==> src/hw/rtl/qau_pkg.sv <==
`timescale 1ns / 1ps

package qau_pkg;

  localparam int WORD_BITS   = 32;
  localparam int FRAC_BITS   = 28;
  localparam int TOL_BITS    = 29;
  localparam int ACC_BITS    = 68;
  localparam int QUEUE_DEPTH = 2;

  localparam logic [TOL_BITS-1:0] TOL_RESET = TOL_BITS'(268);

  typedef logic signed [WORD_BITS-1:0] word_t;

  localparam word_t WORD_MAX = {1'b0, {(WORD_BITS-1){1'b1}}};
  localparam word_t WORD_MIN = {1'b1, {(WORD_BITS-1){1'b0}}};
  localparam logic [WORD_BITS:0] ONE_Q = (WORD_BITS+1)'(1) << FRAC_BITS;

  // request codes on the input port
  localparam logic [2:0] REQ_MUL    = 3'd0;
  localparam logic [2:0] REQ_CONJ   = 3'd1;
  localparam logic [2:0] REQ_NORM   = 3'd2;
  localparam logic [2:0] REQ_MAT    = 3'd3;
  localparam logic [2:0] REQ_APPROX = 3'd4;
  localparam logic [2:0] REQ_UNIT   = 3'd5;

  // operand slots
  localparam logic [2:0] SRC_AX = 3'd0;
  localparam logic [2:0] SRC_AY = 3'd1;
  localparam logic [2:0] SRC_AZ = 3'd2;
  localparam logic [2:0] SRC_AW = 3'd3;

  typedef enum logic [2:0] {
    OP_MUL, OP_CONJ, OP_NORM, OP_MAT, OP_APPROX, OP_UNIT, OP_BAD
  } op_t;

  typedef enum logic [3:0] {
    ST_IDLE, ST_MAC, ST_DRAIN, ST_ROUND, ST_SQSUM, ST_SQRT, ST_SQDONE,
    ST_DIV, ST_DIVRND, ST_EMIT
  } state_t;

  typedef struct packed {
    logic [2:0] req_type;
    word_t      a_x;
    word_t      a_y;
    word_t      a_z;
    word_t      a_w;
    word_t      b_x;
    word_t      b_y;
    word_t      b_z;
    word_t      b_w;
  } in_word_t;

  typedef struct packed {
    word_t res_a;
    word_t res_b;
    word_t res_c;
    word_t res_d;
    logic  test_flag;
    logic  sat_flag;
    logic  last;
  } out_word_t;

  typedef struct packed {
    op_t             op;
    word_t [7:0]     opnd;
  } item_t;

  typedef struct packed {
    logic [2:0] src1;
    logic [2:0] src2;
    logic       neg;
    logic       dbl;
    logic       en;
  } lane_ctl_t;

  typedef struct packed {
    word_t val;
    logic  sat;
  } rnd_t;

  // add half, drop fraction, saturate to word
  function automatic rnd_t rnd_sat(input logic signed [ACC_BITS-1:0] acc);
    logic signed [ACC_BITS-1:0] t;
    logic [ACC_BITS-FRAC_BITS-1:0] sh;
    logic [ACC_BITS-FRAC_BITS-WORD_BITS:0] top;
    rnd_t r;
    t   = acc + (ACC_BITS'(1) << (FRAC_BITS - 1));
    sh  = t[ACC_BITS-1:FRAC_BITS];
    top = sh[ACC_BITS-FRAC_BITS-1:WORD_BITS-1];
    if ((top == '0) || (top == '1)) begin
      r.val = sh[WORD_BITS-1:0];
      r.sat = 1'b0;
    end else begin
      r.val = sh[ACC_BITS-FRAC_BITS-1] ? WORD_MIN : WORD_MAX;
      r.sat = 1'b1;
    end
    return r;
  endfunction

  function automatic logic [WORD_BITS:0] abs_w(input word_t v);
    logic signed [WORD_BITS:0] e;
    e = (WORD_BITS+1)'(v);
    return v[WORD_BITS-1] ? -e : e;
  endfunction

  // product lane r, step k: a[(3-r)^k] * b[k]
  function automatic lane_ctl_t mul_ctl(input logic [1:0] lane, input logic [1:0] k,
                                        input logic cb);
    lane_ctl_t c;
    logic [3:0] ng;
    unique case (lane)
      2'd0: ng = 4'b0100;
      2'd1: ng = 4'b0001;
      2'd2: ng = 4'b0010;
      default: ng = 4'b0111;
    endcase
    c.src1 = {1'b0, (~lane) ^ k};
    c.src2 = {1'b1, k};
    c.neg  = ng[k] ^ (cb & (k != 2'd3));
    c.dbl  = 1'b0;
    c.en   = 1'b1;
    return c;
  endfunction

  // rotation matrix entry e (row-major), step k
  function automatic lane_ctl_t mat_ctl(input logic [3:0] e, input logic [1:0] k);
    lane_ctl_t c;
    c.src1 = SRC_AX;
    c.src2 = SRC_AX;
    c.neg  = 1'b0;
    c.dbl  = 1'b1;
    c.en   = ~k[1];
    unique case (e)
      4'd0, 4'd4, 4'd8: begin
        c.src1 = {1'b0, k};
        c.src2 = {1'b0, k};
        c.dbl  = 1'b0;
        c.en   = 1'b1;
        if (e == 4'd0) begin
          c.neg = (k == 2'd1) || (k == 2'd2);
        end else if (e == 4'd4) begin
          c.neg = (k == 2'd0) || (k == 2'd2);
        end else begin
          c.neg = (k == 2'd0) || (k == 2'd1);
        end
      end
      4'd1: begin
        c.src1 = k[0] ? SRC_AZ : SRC_AX;
        c.src2 = k[0] ? SRC_AW : SRC_AY;
      end
      4'd2: begin
        c.src1 = k[0] ? SRC_AY : SRC_AX;
        c.src2 = k[0] ? SRC_AW : SRC_AZ;
        c.neg  = k[0];
      end
      4'd3: begin
        c.src1 = k[0] ? SRC_AZ : SRC_AX;
        c.src2 = k[0] ? SRC_AW : SRC_AY;
        c.neg  = k[0];
      end
      4'd5: begin
        c.src1 = k[0] ? SRC_AX : SRC_AY;
        c.src2 = k[0] ? SRC_AW : SRC_AZ;
      end
      4'd6: begin
        c.src1 = k[0] ? SRC_AY : SRC_AX;
        c.src2 = k[0] ? SRC_AW : SRC_AZ;
      end
      4'd7: begin
        c.src1 = k[0] ? SRC_AX : SRC_AY;
        c.src2 = k[0] ? SRC_AW : SRC_AZ;
        c.neg  = k[0];
      end
      default: c.en = 1'b0;
    endcase
    return c;
  endfunction

endpackage

==> src/hw/rtl/qau_front.sv <==
`timescale 1ns / 1ps

module qau_front (
  input  logic               clk,
  input  logic               rst_n,
  input  logic               in_valid,
  output logic               in_ready,
  input  qau_pkg::in_word_t  in_data,
  output logic               push_valid,
  input  logic               push_ready,
  output qau_pkg::item_t     push_item
);

  logic           hold_valid_r;
  qau_pkg::item_t hold_r;
  qau_pkg::item_t item_nxt;

  assign in_ready   = !hold_valid_r || push_ready;
  assign push_valid = hold_valid_r;
  assign push_item  = hold_r;

  always_comb begin
    unique case (in_data.req_type)
      qau_pkg::REQ_MUL:    item_nxt.op = qau_pkg::OP_MUL;
      qau_pkg::REQ_CONJ:   item_nxt.op = qau_pkg::OP_CONJ;
      qau_pkg::REQ_NORM:   item_nxt.op = qau_pkg::OP_NORM;
      qau_pkg::REQ_MAT:    item_nxt.op = qau_pkg::OP_MAT;
      qau_pkg::REQ_APPROX: item_nxt.op = qau_pkg::OP_APPROX;
      qau_pkg::REQ_UNIT:   item_nxt.op = qau_pkg::OP_UNIT;
      default:             item_nxt.op = qau_pkg::OP_BAD;
    endcase
    item_nxt.opnd[0] = in_data.a_x;
    item_nxt.opnd[1] = in_data.a_y;
    item_nxt.opnd[2] = in_data.a_z;
    item_nxt.opnd[3] = in_data.a_w;
    item_nxt.opnd[4] = in_data.b_x;
    item_nxt.opnd[5] = in_data.b_y;
    item_nxt.opnd[6] = in_data.b_z;
    item_nxt.opnd[7] = in_data.b_w;
  end

  always_ff @(posedge clk) begin
    if (!rst_n) begin
      hold_valid_r <= 1'b0;
    end else if (in_ready) begin
      hold_valid_r <= in_valid;
    end
  end

  always_ff @(posedge clk) begin
    if (in_valid && in_ready) begin
      hold_r <= item_nxt;
    end
  end

endmodule

==> config.mk <==
export PLATFORM = sky130hd
export DESIGN_NAME = qau_front
export DESIGN_NICKNAME = d
export VERILOG_FILES = /design/src/hw/rtl/qau_pkg.sv /design/src/hw/rtl/qau_front.sv
export SDC_FILE = /design/constraint.sdc
export NUM_CORES = 1
export LEC_CHECK = 0
export ABC_AREA = 1
export BUFFER_PORTS_ARGS = -buffer_cell sky130_fd_sc_hd__buf_2
export CAP_MARGIN = 20
export CORE_AREA = 2 2 205 207
export DETAILED_ROUTE_END_ITERATION = 10
export DIE_AREA = 0 0 207 209
export PLACE_DENSITY_LB_ADDON = 0.08
export SLEW_MARGIN = 20
export SYNTH_ARGS = -nofsm -noshare
export SYNTH_HDL_FRONTEND = slang
export SYNTH_SLANG_ARGS = --single-unit
export TNS_END_PERCENT = 5
==> constraint.sdc <==
create_clock -name clk -period 15.4 [get_ports clk]
set_input_delay 2.31 -clock clk [delete_from_list [all_inputs] [get_ports clk]]
set_output_delay 2.31 -clock clk [all_outputs]
set_load 0.01 [all_outputs]
==> flow_summary.json <==
{
  "status": "finished clean",
  "grt_first_pass_wirelength_um": 33910,
  "wirelength_um": 24250,
  "portBuffers": 523,
  "htreeDepth": 1,
  "crit_chain": "buf_2, inv_2, nand2_2, buf_2",
  "crit_slowest_cell": "buf_2",
  "postCtsSetupBuffers": 0,
  "ios": 524,
  "vias_per_cell": 3.468,
  "seq_area_frac_synth_pct": 99.41,
  "ys_types": 9,
  "worstSetupPathType": "in2out",
  "worst_pin_slew_ns": 0.9083,
  "cap_violations": 0,
  "cts-resized-gates": 0,
  "area_delta_synth_final_pct": 54.62,
  "arrival_ns": 2.72,
  "cts_hold_buf": 0,
  "p_int_w": 0.001282,
  "max_slew_margin_pct": 39.45,
  "routed.top_layer": "met5",
  "die_w_um": 207,
  "grt_start_max_net_pins": 69,
  "endpoint_kind": "output port",
  "final_common_cell": "buf_2",
  "slew_viol_final": 0,
  "slowest_delay_ns": 0.15,
  "clock_path_buffers": 3,
  "syn_area_um2": 7844,
  "n_fill_cell": 4266,
  "powerDensity_nw_per_um2": 135.2,
  "die_area_um2": 43260,
  "routed-wl-met2_um": 12410,
  "grt-ovfl-total": 0,
  "setup_tns_ns": 0,
  "path_common_cell": "buf_2",
  "wl_met3_um": 3071,
  "grt.total_usage_pct": 10.62,
  "holdPathStages": 2,
  "vias": 4820,
  "row_count": 75,
  "ir_worst_vdd_uv": 74.50,
  "fmax_mhz": 198.9,
  "drtPass1Iterations": 4,
  "crit_path_start": "push_ready",
  "cts_tree": "yes",
  "initial_core_util_pct": 19.00,
  "final_antenna_net_count": 0,
  "routedWlPerCell_um": 17.45,
  "grt_pass1_vias": 4988,
  "seq_power_share_pct": 51.1,
  "fin_crit_ns": 5.028,
  "p_clk_share_pct": 41.8,
  "setup_viol": 0,
  "reg2regPathDepth": 4,
  "start_kind": "primary input",
  "ctsRootBufferMaster": "clkbuf_16",
  "swShare_pct": 21.80,
  "worstHoldStart": "push_valid",
  "final_util_pct": 29.37,
  "final.period_utilization_pct": 32.65,
  "nNetsFinal": 1090,
  "clk_pin_slew_worst_paths_ns": 0.06,
  "skew_ns": 0.009608,
  "layout_common_cells": "buf_2, edfxtp_1, clkbuf_16",
  "die_height_um": 209,
  "antenna_found_initial": 4,
  "total_leakage_power_nw": 5.093,
  "r2r-start": "push_valid",
  "syn_area_per_cell_um2": 29.16,
  "synthCells": 269,
  "numCtsBuffers": 31,
  "yosysWarnings": 0,
  "worstSkewPairLatency_ns": 0.55,
  "required_ns": 13.09,
  "ys_seq_elements": 260,
  "drt_iter0_markers": 183,
  "share_comb_of_total_power_pct": 7.1,
  "synth_fp_nets": 532,
  "hold_class": "reg2reg",
  "hold_violations": 0,
  "core_area_um2": 41290,
  "p_switching_w": 0.0003573,
  "numClockSinks": 260,
  "gp_congestion": 0.6842,
  "path_max_fanout": 2,
  "wl_met1_um": 8268,
  "drive_above_1_share_pct": 67.88,
  "route.detailed.drc": 0,
  "rsz0062_at_grt": "false"
}
## cells by family after synthesis
family,Yosys count,synth area share [%]
buffers and inverters,5,0.2393
AND/OR/NAND/NOR,1,0.07981
flip-flops,260,99.41
AO/OA/AOI/OAI,3,0.2712
## path summary, 6_finish.rpt
check | endpoint | slack, ns
min reg2reg | push_valid | 0.56
max reg2reg | push_item[117] | 12.12
max | in_ready | 10.37
min | push_valid | 0.56
## state kept, by name, summed over array words and instances (netlist names)
signal	flops
push_item	259
push_valid	1
## per-stage QoR
step	cells	setup slack [ns]	cell area, µm²	hold WS (ns)	total power, W
floorplan	269	5.015	7848	0.5583	0.0009001
global placement	1333	9.926	11170	0.5664	0.0009740
detailed placement	1333	9.971	11170	0.5669	0.0009730
CTS	1389	10.36	12130	0.5763	0.001674
global route	1389	10.34	12130	0.6026	0.001712
finish	1390	10.37	12130	0.5639	0.001639
## cells in the mapped netlist (all sizes together)
library cell	instances	area share (%)
inv	3	0.14
nand2	1	0.080
dfxtp	1	0.26
clkbuf	2	0.096
a21boi	1	0.096
edfxtp	259	99
a21oi	2	0.18
## layout make-up
type / count / area, µm² / share of cell area [%]
clock buffer: 42 / 857.1 / 7.067
sequential: 260 / 7797 / 64.29
timing repair buffer: 527 / 2648 / 21.83
tap: 539 / 674.4 / 5.561
inverter: 3 / 11.26 / 0.09285
antenna: 1 / 2.502 / 0.02063
clock inverter: 14 / 98.84 / 0.8150
multi-input combinational: 4 / 38.79 / 0.3198
## layer usage
| layer | GRT usage (%) | vias to the layer above |
|---|---|---|
| li1 | - | 2215 |
| met2 | 18.87 | 290 |
| met5 | 0 | - |
| met1 | 10.69 | 2278 |
| met4 | 2.340 | 6 |
| met3 | 6.207 | 31 |
## critical path, delay by kind of cell
| kind | cells | cell delay [ns] |
|---|---|---|
| AND/OR/NAND/NOR | 1 | 0.08 |
| buffers and inverters | 3 | 0.32 |
## power groups by stage
stage | combinational (W) | sequential, W | clock (W)
3_3_place_gp | 0.000121 | 0.000853 | 0
6_report | 0.000116 | 0.000838 | 0.000685
3_5_place_dp | 0.000120 | 0.000853 | 0
5_1_grt | 0.000127 | 0.000842 | 0.000744
2_1_floorplan | 0.0000130 | 0.000887 | 0
4_1_cts | 0.000120 | 0.000839 | 0.000715
Power figures use the tool's default switching activity.
